--- src/srbd_pkg.sv ---
// ----------------------------------------------------------------------------
// srbd_pkg
// Shared types and constants for the serpentine run-length block decoder.
// ----------------------------------------------------------------------------
package srbd_pkg;

    typedef enum logic [2:0] {
        PH_HEADER     = 3'd0,
        PH_INLINE     = 3'd1,
        PH_TOKENS     = 3'd2,
        PH_CONT_COLOR = 3'd3,
        PH_CONT_BODY  = 3'd4
    } phase_t;

    typedef enum logic [1:0] {
        SQ_IDLE = 2'd0,
        SQ_SKIP = 2'd1,
        SQ_FILL = 2'd2,
        SQ_MARK = 2'd3
    } seq_t;

    typedef struct packed {
        logic home;
        logic clamp;
        logic step;
    } cur_cmd_t;

    localparam logic [1:0] REG_INDEX_MODE  = 2'd0;
    localparam logic [1:0] REG_BLOCK_WIDTH = 2'd1;
    localparam logic [1:0] REG_LINE_PITCH  = 2'd2;

    localparam logic [1:0] MODE_IDX6 = 2'd0;
    localparam logic [1:0] MODE_IDX4 = 2'd1;

    localparam logic [7:0] RUN_MASK6 = 8'hC0;
    localparam logic [7:0] IDX_MASK6 = 8'h3F;
    localparam logic [7:0] RUN_MASK4 = 8'hF0;
    localparam logic [7:0] IDX_MASK4 = 8'h0F;
    localparam logic [7:0] RUN_MASK3 = 8'hF8;
    localparam logic [7:0] IDX_MASK3 = 8'h07;

    localparam logic [6:0] LIMIT6 = 7'h40;
    localparam logic [6:0] LIMIT4 = 7'd16;
    localparam logic [6:0] LIMIT3 = 7'd8;

    localparam logic [7:0] BYTE_END       = 8'hFF;
    localparam logic [7:0] CONT_FILL_MIN  = 8'hEF;
    localparam logic [7:0] CONT_FILL_BASE = 8'hEE;

endpackage

--- src/serpentine_rle_block_decoder.sv ---
// ----------------------------------------------------------------------------
// serpentine_rle_block_decoder
// Parses a block's compressed byte stream and emits serpentine pixel writes.
// ----------------------------------------------------------------------------
// Header, inline palette, stream-color, stream-switch and zero-skip bytes are
// done at once. A skip or fill of n pixels, or a byte closing the block, holds
// s_tready low until done; fills and block ends also wait on output stalls.
// Result words pass from the sequencer state into the output register.
// rst_n clears control state and config registers at once; palette contents
// are undefined until written by a header.
module serpentine_rle_block_decoder #(
    parameter int PALETTE_DEPTH   = 64,
    parameter int MAX_BLOCK_WIDTH = 1024,
    parameter int OFFSET_BITS     = 24
) (
    input  logic                                  clk,
    input  logic                                  rst_n,
    input  logic                                  cfg_valid,
    output logic                                  cfg_ready,
    input  logic [1:0]                            cfg_index,
    input  logic [12:0]                           cfg_data,
    input  logic                                  s_tvalid,
    output logic                                  s_tready,
    input  logic [7:0]                            s_tdata,   // stream_byte
    output logic                                  m_tvalid,
    input  logic                                  m_tready,
    // pixel_offset, pixel_color, zero pad
    output logic [((OFFSET_BITS+8+7)/8)*8-1:0]    m_tdata,
    output logic [1:0]                            m_tuser,   // write_en, block_end
    output logic                                  m_tlast
);

    localparam int TDATA_W = ((OFFSET_BITS + 8 + 7) / 8) * 8;
    localparam int PAL_AW  = $clog2(PALETTE_DEPTH);
    localparam int COL_W   = $clog2(MAX_BLOCK_WIDTH);
    localparam int WB      = $clog2(MAX_BLOCK_WIDTH + 1);
    localparam int CW      = (WB > 11) ? WB : 11;
    localparam logic [6:0]    PAL_DEPTH_V = 7'(PALETTE_DEPTH);
    localparam logic [CW-1:0] MAXW        = CW'(MAX_BLOCK_WIDTH);

    // configuration
    logic [1:0]  mode_reg;
    logic [10:0] width_reg;
    logic [12:0] pitch_reg;

    assign cfg_ready = 1'b1;

    always_ff @(posedge clk or negedge rst_n)
    begin
        if (!rst_n)
        begin
            mode_reg  <= 2'd0;
            width_reg <= 11'd16;
            pitch_reg <= 13'd640;
        end
        else if (cfg_valid && cfg_ready)
        begin
            case (cfg_index)
                srbd_pkg::REG_INDEX_MODE:  mode_reg  <= cfg_data[1:0];
                srbd_pkg::REG_BLOCK_WIDTH: width_reg <= cfg_data[10:0];
                srbd_pkg::REG_LINE_PITCH:  pitch_reg <= cfg_data;
                default: ;
            endcase
        end
    end

    logic [CW-1:0]    w_ext, w_eff, w_m1;
    logic [COL_W-1:0] wm1;

    assign w_ext = CW'(width_reg);
    assign w_eff = (w_ext == '0) ? CW'(1) : ((w_ext > MAXW) ? MAXW : w_ext);
    assign w_m1  = w_eff - CW'(1);
    assign wm1   = w_m1[COL_W-1:0];

    // state
    srbd_pkg::phase_t phase_reg, ph_n;
    srbd_pkg::seq_t   seq_reg, seq_next;
    logic [7:0]       color_count_reg, cc_n;
    logic [6:0]       inline_left_reg, inl_n;
    logic [7:0]       streams_left_reg, str_n;
    logic [7:0]       cont_color_reg, cont_n;
    logic [7:0]       run_cnt_reg, run_cnt_next;
    logic             fill_cont_reg, fill_cont_next;
    logic             pal_hit_reg;
    logic [7:0]       pal_q_reg;

    logic [7:0] palette [PALETTE_DEPTH];

    logic                   out_valid_reg;
    logic                   out_we_reg, out_end_reg, out_last_reg;
    logic [OFFSET_BITS-1:0] out_offset_reg;
    logic [7:0]             out_color_reg;

    logic                   acc;
    logic [7:0]             b;
    logic [6:0]             lim, total, wr_idx, inl_dec;
    logic [7:0]             rmask, imask, tok_run, str_dec;
    logic [5:0]             rd_idx;
    logic                   rd_hit;
    logic                   pal_we;
    logic                   dec_home;
    srbd_pkg::seq_t         dec_kind;
    logic [7:0]             dec_run;
    logic                   dec_fill_cont;

    logic                   slot_free;
    srbd_pkg::cur_cmd_t     cmd;
    logic [OFFSET_BITS-1:0] cur_offset;
    logic                   out_load, ld_we, ld_end, ld_last;
    logic [OFFSET_BITS-1:0] ld_offset;
    logic [7:0]             ld_color;
    logic [7:0]             fill_color;

    assign acc = s_tvalid && s_tready;
    assign b   = s_tdata;

    // byte decode
    always_comb
    begin
        case (mode_reg)
            srbd_pkg::MODE_IDX6:
            begin
                lim     = srbd_pkg::LIMIT6;
                rmask   = srbd_pkg::RUN_MASK6;
                imask   = srbd_pkg::IDX_MASK6;
                tok_run = {6'd0, b[7:6]};
            end
            srbd_pkg::MODE_IDX4:
            begin
                lim     = srbd_pkg::LIMIT4;
                rmask   = srbd_pkg::RUN_MASK4;
                imask   = srbd_pkg::IDX_MASK4;
                tok_run = {4'd0, b[7:4]};
            end
            default:
            begin
                lim     = srbd_pkg::LIMIT3;
                rmask   = srbd_pkg::RUN_MASK3;
                imask   = srbd_pkg::IDX_MASK3;
                tok_run = {3'd0, b[7:3]};
            end
        endcase

        total   = (color_count_reg < {1'b0, lim}) ? color_count_reg[6:0] : lim;
        wr_idx  = total - inline_left_reg;
        inl_dec = (inline_left_reg != 7'd0) ? inline_left_reg - 7'd1 : 7'd0;
        str_dec = (streams_left_reg != 8'd0) ? streams_left_reg - 8'd1 : 8'd0;
        rd_idx  = b[5:0] & imask[5:0];
        rd_hit  = {1'b0, rd_idx} < PAL_DEPTH_V;

        ph_n          = phase_reg;
        cc_n          = color_count_reg;
        inl_n         = inline_left_reg;
        str_n         = streams_left_reg;
        cont_n        = cont_color_reg;
        pal_we        = 1'b0;
        dec_home      = 1'b0;
        dec_kind      = srbd_pkg::SQ_IDLE;
        dec_run       = b;
        dec_fill_cont = 1'b0;

        case (phase_reg)
            srbd_pkg::PH_INLINE:
            begin
                pal_we = (inline_left_reg <= total) && (wr_idx < PAL_DEPTH_V);
                inl_n  = inl_dec;
                if (inl_dec == 7'd0)
                    ph_n = srbd_pkg::PH_TOKENS;
            end
            srbd_pkg::PH_TOKENS:
            begin
                if ((b & rmask) == 8'd0)
                begin
                    if (b == 8'd0)
                    begin
                        str_n = (color_count_reg > {1'b0, lim}) ?
                                color_count_reg - {1'b0, lim} : 8'd0;
                        if (str_n == 8'd0)
                        begin
                            dec_kind = srbd_pkg::SQ_MARK;
                            ph_n     = srbd_pkg::PH_HEADER;
                        end
                        else
                            ph_n = srbd_pkg::PH_CONT_COLOR;
                    end
                    else
                        dec_kind = srbd_pkg::SQ_SKIP;
                end
                else
                begin
                    dec_kind = srbd_pkg::SQ_FILL;
                    dec_run  = tok_run;
                end
            end
            srbd_pkg::PH_CONT_COLOR:
            begin
                cont_n   = b;
                dec_home = 1'b1;
                ph_n     = srbd_pkg::PH_CONT_BODY;
            end
            srbd_pkg::PH_CONT_BODY:
            begin
                if (b == srbd_pkg::BYTE_END)
                begin
                    str_n = str_dec;
                    if (str_dec == 8'd0)
                    begin
                        dec_kind = srbd_pkg::SQ_MARK;
                        ph_n     = srbd_pkg::PH_HEADER;
                    end
                    else
                        ph_n = srbd_pkg::PH_CONT_COLOR;
                end
                else if (b < srbd_pkg::CONT_FILL_MIN)
                begin
                    if (b != 8'd0)
                        dec_kind = srbd_pkg::SQ_SKIP;
                end
                else
                begin
                    dec_kind      = srbd_pkg::SQ_FILL;
                    dec_run       = b - srbd_pkg::CONT_FILL_BASE;
                    dec_fill_cont = 1'b1;
                end
            end
            default:
            begin
                dec_home = 1'b1;
                if (b == srbd_pkg::BYTE_END)
                    ph_n = srbd_pkg::PH_TOKENS;
                else
                begin
                    cc_n  = b;
                    inl_n = (b < {1'b0, lim}) ? b[6:0] : lim;
                    ph_n  = (inl_n != 7'd0) ? srbd_pkg::PH_INLINE : srbd_pkg::PH_TOKENS;
                end
            end
        endcase
    end

    assign slot_free  = !out_valid_reg || m_tready;
    assign fill_color = fill_cont_reg ? cont_color_reg : (pal_hit_reg ? pal_q_reg : 8'd0);

    // sequencer next state
    always_comb
    begin
        seq_next       = seq_reg;
        run_cnt_next   = run_cnt_reg;
        fill_cont_next = fill_cont_reg;
        case (seq_reg)
            srbd_pkg::SQ_IDLE:
            begin
                if (acc)
                begin
                    seq_next       = dec_kind;
                    run_cnt_next   = dec_run;
                    fill_cont_next = dec_fill_cont;
                end
            end
            srbd_pkg::SQ_SKIP:
            begin
                run_cnt_next = run_cnt_reg - 8'd1;
                if (run_cnt_reg == 8'd1)
                    seq_next = srbd_pkg::SQ_IDLE;
            end
            srbd_pkg::SQ_FILL:
            begin
                if (slot_free)
                begin
                    run_cnt_next = run_cnt_reg - 8'd1;
                    if (run_cnt_reg == 8'd1)
                        seq_next = srbd_pkg::SQ_IDLE;
                end
            end
            srbd_pkg::SQ_MARK:
            begin
                if (slot_free)
                    seq_next = srbd_pkg::SQ_IDLE;
            end
            default: seq_next = srbd_pkg::SQ_IDLE;
        endcase
    end

    // sequencer outputs
    always_comb
    begin
        s_tready  = 1'b0;
        cmd       = '0;
        out_load  = 1'b0;
        ld_we     = 1'b0;
        ld_end    = 1'b0;
        ld_last   = 1'b0;
        ld_offset = '0;
        ld_color  = 8'd0;
        case (seq_reg)
            srbd_pkg::SQ_IDLE:
            begin
                s_tready  = 1'b1;
                cmd.home  = acc && dec_home;
                cmd.clamp = acc && !dec_home;
            end
            srbd_pkg::SQ_SKIP:
                cmd.step = 1'b1;
            srbd_pkg::SQ_FILL:
            begin
                if (slot_free)
                begin
                    out_load  = 1'b1;
                    ld_we     = 1'b1;
                    ld_offset = cur_offset;
                    ld_color  = fill_color;
                    ld_last   = (run_cnt_reg == 8'd1);
                    cmd.step  = 1'b1;
                end
            end
            srbd_pkg::SQ_MARK:
            begin
                if (slot_free)
                begin
                    out_load = 1'b1;
                    ld_end   = 1'b1;
                    ld_last  = 1'b1;
                end
            end
            default: ;
        endcase
    end

    srbd_cursor #(
        .COL_W       (COL_W),
        .OFFSET_BITS (OFFSET_BITS)
    ) u_cursor (
        .clk    (clk),
        .rst_n  (rst_n),
        .cmd    (cmd),
        .wm1    (wm1),
        .pitch  (pitch_reg),
        .offset (cur_offset)
    );

    always_ff @(posedge clk or negedge rst_n)
    begin
        if (!rst_n)
        begin
            phase_reg        <= srbd_pkg::PH_HEADER;
            seq_reg          <= srbd_pkg::SQ_IDLE;
            color_count_reg  <= 8'd0;
            inline_left_reg  <= 7'd0;
            streams_left_reg <= 8'd0;
            cont_color_reg   <= 8'd0;
            run_cnt_reg      <= 8'd0;
            fill_cont_reg    <= 1'b0;
            out_valid_reg    <= 1'b0;
        end
        else
        begin
            seq_reg       <= seq_next;
            run_cnt_reg   <= run_cnt_next;
            fill_cont_reg <= fill_cont_next;
            if (acc)
            begin
                phase_reg        <= ph_n;
                color_count_reg  <= cc_n;
                inline_left_reg  <= inl_n;
                streams_left_reg <= str_n;
                cont_color_reg   <= cont_n;
            end
            if (out_load)
                out_valid_reg <= 1'b1;
            else if (m_tready)
                out_valid_reg <= 1'b0;
        end
    end

    // palette memory
    always_ff @(posedge clk)
    begin
        if (acc && pal_we)
            palette[wr_idx[PAL_AW-1:0]] <= b;
        if (acc)
        begin
            pal_q_reg   <= palette[rd_idx[PAL_AW-1:0]];
            pal_hit_reg <= rd_hit;
        end
    end

    // output word
    always_ff @(posedge clk)
    begin
        if (out_load)
        begin
            out_we_reg     <= ld_we;
            out_end_reg    <= ld_end;
            out_last_reg   <= ld_last;
            out_offset_reg <= ld_offset;
            out_color_reg  <= ld_color;
        end
    end

    assign m_tvalid = out_valid_reg;
    assign m_tdata  = TDATA_W'({out_color_reg, out_offset_reg});
    assign m_tuser  = {out_end_reg, out_we_reg};
    assign m_tlast  = out_last_reg;

    a_marker_alone: assert property (@(posedge clk) disable iff (!rst_n)
        m_tvalid && m_tuser[1] |-> m_tlast && !m_tuser[0])
        else $error("end-of-block marker not a lone last word");

    a_run_nonzero: assert property (@(posedge clk) disable iff (!rst_n)
        (seq_reg == srbd_pkg::SQ_SKIP || seq_reg == srbd_pkg::SQ_FILL) |->
        run_cnt_reg != 8'd0)
        else $error("run sequencer active with zero count");

    a_inline_pending: assert property (@(posedge clk) disable iff (!rst_n)
        phase_reg == srbd_pkg::PH_INLINE |->
        inline_left_reg != 7'd0 && inline_left_reg <= srbd_pkg::LIMIT6)
        else $error("inline palette count out of range");

    a_busy_no_load: assert property (@(posedge clk) disable iff (!rst_n)
        (seq_reg == srbd_pkg::SQ_SKIP) |=> !(out_valid_reg && !$past(out_valid_reg)))
        else $error("output word loaded during a skip");

endmodule

--- src/srbd_cursor.sv ---
// ----------------------------------------------------------------------------
// srbd_cursor
// Serpentine cursor: column, row base and direction, one pixel step a cycle
// while cmd.step is set, with saturating row advance and saturating offset.
// ----------------------------------------------------------------------------
module srbd_cursor #(
    parameter int COL_W       = 10,
    parameter int OFFSET_BITS = 24
) (
    input  logic                    clk,
    input  logic                    rst_n,
    input  srbd_pkg::cur_cmd_t      cmd,
    input  logic [COL_W-1:0]        wm1,
    input  logic [12:0]             pitch,
    output logic [OFFSET_BITS-1:0]  offset
);

    logic [COL_W-1:0]       col_reg, col_next;
    logic [OFFSET_BITS-1:0] base_reg, base_next;
    logic                   left_reg, left_next;

    logic [OFFSET_BITS:0]   row_sum;
    logic [OFFSET_BITS-1:0] row_bumped;
    logic [OFFSET_BITS:0]   off_sum;

    assign row_sum    = {1'b0, base_reg} + (OFFSET_BITS+1)'(pitch);
    assign row_bumped = row_sum[OFFSET_BITS] ? '1 : row_sum[OFFSET_BITS-1:0];
    assign off_sum    = {1'b0, base_reg} + (OFFSET_BITS+1)'(col_reg);
    assign offset     = off_sum[OFFSET_BITS] ? '1 : off_sum[OFFSET_BITS-1:0];

    always_comb
    begin
        col_next  = col_reg;
        base_next = base_reg;
        left_next = left_reg;
        if (cmd.home)
        begin
            col_next  = '0;
            base_next = '0;
            left_next = 1'b0;
        end
        else if (cmd.clamp)
        begin
            if (col_reg > wm1)
                col_next = wm1;
        end
        else if (cmd.step)
        begin
            if (!left_reg)
            begin
                if (col_reg >= wm1)
                begin
                    base_next = row_bumped;
                    col_next  = wm1;
                    left_next = 1'b1;
                end
                else
                    col_next = col_reg + COL_W'(1);
            end
            else
            begin
                if (col_reg == '0)
                begin
                    base_next = row_bumped;
                    left_next = 1'b0;
                end
                else
                    col_next = col_reg - COL_W'(1);
            end
        end
    end

    always_ff @(posedge clk or negedge rst_n)
    begin
        if (!rst_n)
        begin
            col_reg  <= '0;
            base_reg <= '0;
            left_reg <= 1'b0;
        end
        else
        begin
            col_reg  <= col_next;
            base_reg <= base_next;
            left_reg <= left_next;
        end
    end

endmodule

--- config.mk ---
export PLATFORM = sky130hd
export DESIGN_NAME = serpentine_rle_block_decoder
export DESIGN_NICKNAME = d
export VERILOG_FILES = /design/src/srbd_pkg.sv /design/src/serpentine_rle_block_decoder.sv /design/src/srbd_cursor.sv
export SDC_FILE = /design/constraint.sdc
export NUM_CORES = 1
export LEC_CHECK = 0
export BUFFER_PORTS_ARGS = -buffer_cell sky130_fd_sc_hd__buf_2
export CAP_MARGIN = 10
export CORE_MARGIN = 1
export CORE_UTILIZATION = 32
export CTS_CLUSTER_SIZE = 28
export DETAILED_ROUTE_END_ITERATION = 8
export PLACE_DENSITY_LB_ADDON = 0.3
export SLEW_MARGIN = 20
export SYNTH_ARGS = -nofsm -noshare
export SYNTH_HDL_FRONTEND = slang
export SYNTH_SLANG_ARGS = --single-unit
--- constraint.sdc ---
create_clock -name clk -period 5.4 [get_ports clk]
set_input_delay 1.62 -clock clk [delete_from_list [all_inputs] [get_ports clk]]
set_output_delay 1.62 -clock clk [all_outputs]
set_load 0.02 [all_outputs]
* Word-level counts from Yosys, hierarchy flattened
Memories as Yosys holds them, arrays and structs flattened. A register that Yosys moved wholly into a read port is not among the register bits.
Cells that the tools add are included.
** Operators by class
- Shift operators :: 0
- Div/mod/pow operators :: 0
- Mux-type cells :: 84
- Multiply operators :: 0
- $add $sub $neg :: 11
- Equality and inequality tests :: 24
- Reductions and logical operators :: 46
- Order comparisons :: 9
- Bitwise gates (word level) :: 5
** Operators with widths (number)
- 24-bit 2-to-1 mux :: 8
- 10-bit 2-to-1 mux :: 9
- 8-bit 2-to-1 mux :: 11
- 8-bit logical NOT :: 4
- 8-bit case mux with 2 select lines :: 2
- 2-bit 2-to-1 mux :: 15
- 7-bit 2-to-1 mux :: 4
- 7-bit case mux with 2 select lines :: 2
- 24-bit by 10-bit adder with 25-bit output :: 1
- 24-bit by 13-bit adder with 25-bit output :: 1
- 6-bit case mux with 2 select lines :: 2
- 8-bit case mux with 3 select lines :: 1
- 1-bit 2-to-1 mux :: 20
- 10-bit by 1-bit subtractor with 10-bit output, second input constant :: 2
- 8-bit by 7-bit less-than comparator with 1-bit output :: 2
- 8-bit nonzero test :: 2
- 8-bit by 1-bit subtractor with 8-bit output, second input constant :: 2
- 3-bit AND reduction :: 5
- 2-bit != test, second input constant :: 7
- 2-bit AND reduction :: 7
- 7-bit nonzero test :: 2
- 3-bit 2-to-1 mux :: 4
- 3-bit case mux with 4 select lines :: 1
- 11-bit greater-than comparator, second input constant :: 1
- 43 further kinds :: 64
** Storage, ports and cells
- Input port bits :: 28
- Memories kept :: 1
- ROM bits :: 0
- Output and inout bits :: 38
- Memory bits (writable) :: 512
- Register bits after elaboration :: 142
- Logic and storage cells :: 200
- Latch bits :: 0
** Memories
- palette :: depth 64, width 8, read ports 1, clocked after memory_dff 1, wr ports 1, line serpentine_rle_block_decoder.sv:87 : logic [7:0] palette [PALETTE_DEPTH];

* Logic depth before layout (Yosys ltp)
- Word-level depth :: 11
- Gate-level depth with buffers :: 19

* Modules after synthesis
From an unflattened synthesis, not the netlist that was laid out.
** Unflattened totals
- Cell total of the unflattened synthesis :: 1998
- Area, all modules :: 30614.4 um^2
** By module, submodules not included
- serpentine_rle_block_decoder :: times used 1, cells an instance 1507, area an instance 26668.1 um^2
- srbd_cursor :: times used 1, cells an instance 491, area an instance 3946.3 um^2

* Worst setup path before layout
No wires, ideal clock.
- Kind :: reg-to-reg
- From :: register mode_reg[1]
- To :: memory palette[51][0] (enable)
- Arrival time :: 4.141 ns
- Period minus slack after synthesis :: 4.525 ns
- Path slack :: 0.875 ns
- Cell stages (with the launch flop) :: 20
- Library setup time :: 0.383 ns
- Data required time :: 5.017 ns
- Cell sequence :: dfrtp_1 -> buf_2 -> nor2b_1 -> inv_1 -> ha_1 -> nand4bb_1 -> o211a_1 -> clkbuf_1 -> nand2_1 -> ha_1 -> inv_1 -> fa_1 -> a21o_1 -> a21oi_1 -> nor2b_1 -> o21ai_0 -> a221o_1 -> o211ai_2 -> buf_2 -> nor3_1
** On the way
- Word-level cells in the longest chain between the ends :: 11
** RTL lines
- start: declaration :: line serpentine_rle_block_decoder.sv:42 : logic [1:0] mode_reg;
- start signal: assignment :: line serpentine_rle_block_decoder.sv:59 : srbd_pkg::REG_INDEX_MODE: mode_reg <= cfg_data[1:0];
- 2-bit by 1-bit equality test with 1-bit output / 2-bit logical NOT (equally long branches) :: line serpentine_rle_block_decoder.sv:120 : case (mode_reg)
- 7-bit case mux with 2 select lines * :: line serpentine_rle_block_decoder.sv:120
- 8-bit by 7-bit less-than comparator with 1-bit output :: line serpentine_rle_block_decoder.sv:144 : total = (color_count_reg < {1'b0, lim}) ? color_count_reg[6:0] : lim;
- 7-bit 2-to-1 mux * :: line serpentine_rle_block_decoder.sv:144
- 7-bit subtractor :: line serpentine_rle_block_decoder.sv:145 : wr_idx = total - inline_left_reg;
- 7-bit less-than comparator :: line serpentine_rle_block_decoder.sv:165 : pal_we = (inline_left_reg <= total) && (wr_idx < PAL_DEPTH_V);
- 1-bit logical AND :: line serpentine_rle_block_decoder.sv:165
- 1-bit 2-to-1 mux :: line serpentine_rle_block_decoder.sv:162 : case (phase_reg)
- 1-bit logical AND :: line serpentine_rle_block_decoder.sv:378 : if (acc && pal_we)
- 1-bit 2-to-1 mux :: line serpentine_rle_block_decoder.sv:378
- 1-bit 2-to-1 mux (not written as such) :: line serpentine_rle_block_decoder.sv:379 : palette[wr_idx[PAL_AW-1:0]] <= b;
- end: declaration :: line serpentine_rle_block_decoder.sv:87
Mark *: on every way between the ends. The rest lies on a longest branch, timed or not.

* Final worst setup path
- From :: register mode_reg[0]
- To :: memory palette[42][6] (enable)
Same word-level chain as after synthesis.

==> impl_metrics.json <==
{
  "peakVddDrop_mv": 0.412,
  "power_leakage_nw": 11.6,
  "syn_avg_cell_area_um2": 15.5,
  "startpoint_type": "register",
  "rsz0062_at_grt": "yes",
  "setup_viol": 0,
  "cts_setup_buffers": 0,
  "place.gp.congestion": 0.867,
  "cp_slowest_cell": "nor3_1",
  "path_class": "reg2reg",
  "synth_ff_type": "edfxtp_1",
  "grt_usage_pct": 15.6,
  "die_area_um2": 95200,
  "power_density_nw_per_um2": 462,
  "drv_cap": 0,
  "ys_seq_area_share_pct": 64.3,
  "crit_required_ns": 5.64,
  "drtIter0Drc": 1873,
  "largest_reg_flops": 512,
  "synth-edff-count": 555,
  "die_w_um": 309,
  "arrival_ns": 5.42,
  "io_buffer_count": 64,
  "synthesis.nets": 2035,
  "cp-end-kind": "register",
  "fin_tns_setup_ns": 0,
  "routedWlPerCell_um": 22.0,
  "layout_commonest_cell": "edfxtp_1",
  "clockRootBuffer": "clkbuf_16",
  "path_cells": "nor2b_1 -> inv_1 -> ha_1 -> nand4bb_1 -> o211a_1 -> nand2_1 -> ha_1 -> inv_1 -> fa_1 -> a21o_1 -> a21oi_1 -> xor2_1 -> nand2_1 -> nor3_1",
  "synth_xor_area_share_pct": 0.961,
  "first_global_vias": 17800,
  "syn_inst": 1943,
  "final-hold-violation-count": 0,
  "cts_tree": "built",
  "synth_compound_area_share_pct": 7.98,
  "fin_crit_sh_pct": 96.0,
  "antenna_left": 0,
  "antenna_found_initial": 1,
  "cts-htree-levels": 3,
  "finalMaxSlewViolations": 0,
  "synth_area_leaders": "edfxtp_1 55%, mux4_2 12%, dfrtp_1 8.7%",
  "wl_um": 73800,
  "period_needed_ns": 5.18,
  "viasPerCell": 5.33,
  "final_cell_mix": "555 x edfxtp_1, 160 x mux4_2, 110 x nand2_1",
  "synth_top_cell_area_share_pct": 55.4,
  "max_freq_mhz": 193,
  "yosysUniqueCellTypes": 96,
  "die_y_um": 309,
  "drc": 0,
  "grt_start_max_net_pins": 104,
  "design.core.area_um2": 93200,
  "drt_first_pass_iters": 5,
  "pin_count": 66,
  "clk_latency_ns": 0.64,
  "async_flop_share_pct": 16.2,
  "relSlewSlack_pct": 27.9,
  "synth_fa_ha_area_share_pct": 2.76,
  "skew_ns": 0.0449,
  "num_vias": 17800,
  "hp-class": "reg2reg",
  "numCtsBuffers": 74,
  "cts.path.max_buffers": 3,
  "synth_area_leader_cell": "edfxtp_1",
  "synthSimpleGateAreaFrac_pct": 7.58,
  "dpl_cell_area_um2": 32000,
  "n_antenna_cell": 0,
  "nets": 2129,
  "area_delta_synth_final_pct": 15.1,
  "cts_sinks": 662,
  "netlist_area_um2": 30100,
  "p_total_mw": 16.0,
  "fin_area_um2": 34600,
  "synth_seq_cells": 662,
  "drive_gt1_share_pct": 23.2,
  "grt_overflow": 0,
  "start_util_pct": 32.3,
  "place_hpwl_um": 49400,
  "yosysWarnings": 0,
  "worstPathMaxFanout": 14,
  "status": "completed",
  "synth_top_family_by_area": "multiplexers",
  "rows": 112,
  "worstMarginPinSlew_ns": 1.07,
  "path_clk_slew_ns": 0.05,
  "grt_first_pass_wirelength_um": 114000,
  "muxShareOfSynthArea_pct": 14.1,
  "max_stage_delay_ns": 1.04
}
==> final timing paths <==
| check | start | endpoint | slack [ns] | cells after the start |
|---|---|---|---|---|
| max in group asynchronous | rst_n | inline_left_reg[6]$_DFFE_PN0P_ | 3.44 | 2 |
| hold / removal | cont_color_reg[3]$_DFFE_PN0P_ | cont_color_reg[3]$_DFFE_PN0P_ | 0.50 | 1 |
| min in group asynchronous | rst_n | u_cursor.base_reg[6]$_DFFE_PN0P_ | 1.00 | 1 |
| setup reg to reg | mode_reg[0]$_DFFE_PN0P_ | palette[42][6]$_DFFE_PP_ | 0.22 | 14 |
| hold reg to reg | cont_color_reg[3]$_DFFE_PN0P_ | cont_color_reg[3]$_DFFE_PN0P_ | 0.50 | 1 |
| setup / recovery | mode_reg[0]$_DFFE_PN0P_ | palette[42][6]$_DFFE_PP_ | 0.22 | 14 |
==> metal layers <==
layer / vias to the layer above / track usage, % / routed length, um
met3: 105 / 2.49 / 4130
met5: - / 0 / 0
met4: 0 / 3.67 / 1440
met2: 574 / 24.7 / 34800
met1: 9208 / 22.5 / 33400
li1: 7952 / - / -
==> worst max-delay path, delay by kind of cell (launching register included) <==
kind / cells / cell delay [ns]
and+or+nand+nor: 5 / 2.14
adders and majority gates: 3 / 0.93
AOI/OAI and AO/OA: 3 / 0.86
xor gates and xnor gates: 1 / 0.21
buffers and inverters: 2 / 0.22
DFF: 1 / 0.45
==> where the power goes <==
part / switching (mW) / internal (mW) / total, mW
Combinational: 2.96 / 1.55 / 4.51
Clock: 2.09 / 3.04 / 5.13
Sequential: 0.394 / 5.96 / 6.36
==> area by class of cell <==
class / instances / area (um2)
fill: 8611 / 58600
sequential: 662 / 19300
multi-input combinational: 1132 / 10200
clock buffer: 90 / 1910
tap: 1254 / 1570
timing repair buffer: 119 / 817
clock inverter: 40 / 579
inverter: 48 / 180
==> synth_stat cells (28+ instances only) <==
library cell  number
inv_1             46
nand2_1          111
nor2_1            95
a21oi_1           89
mux2_2            45
nor3_1            89
a211oi_1          28
mux4_2           160
o21ai_0           69
clkbuf_1          49
dfrtp_1          104
edfxtp_1         555
nand3_1           42
ha_1              60
==> metrics by stage <==
step | instances | setup WS, ns | util (%) | hold slack [ns]
after floorplan | 1943 | 0.875 | - | 0.479
after global placement | 3215 | 0.390 | 34.3 | 0.487
after detailed placement | 3215 | 0.114 | 34.3 | 0.493
after CTS | 3345 | 0.138 | 37.0 | 0.505
after global routing | 3345 | -0.162 | 37.2 | 0.513
final | 3345 | 0.219 | 37.2 | 0.503
==> cell families (layout without fill, tap and decap cells) <==
group,Yosys count,count (layout)
flops,662,662
simple gates,462,462
compound gates,355,355
mux,217,217
buf+inv,149,297
fa+ha+maj,64,64
xor+xnor,33,33
other cells,1,1
==> repair_timing <==
action	CTS	global route
gates resized for setup	0	8
hold buffers	0	0
endpoints found under the setup margin	0	144
Note: power is estimated with default switching activity, not from simulation.
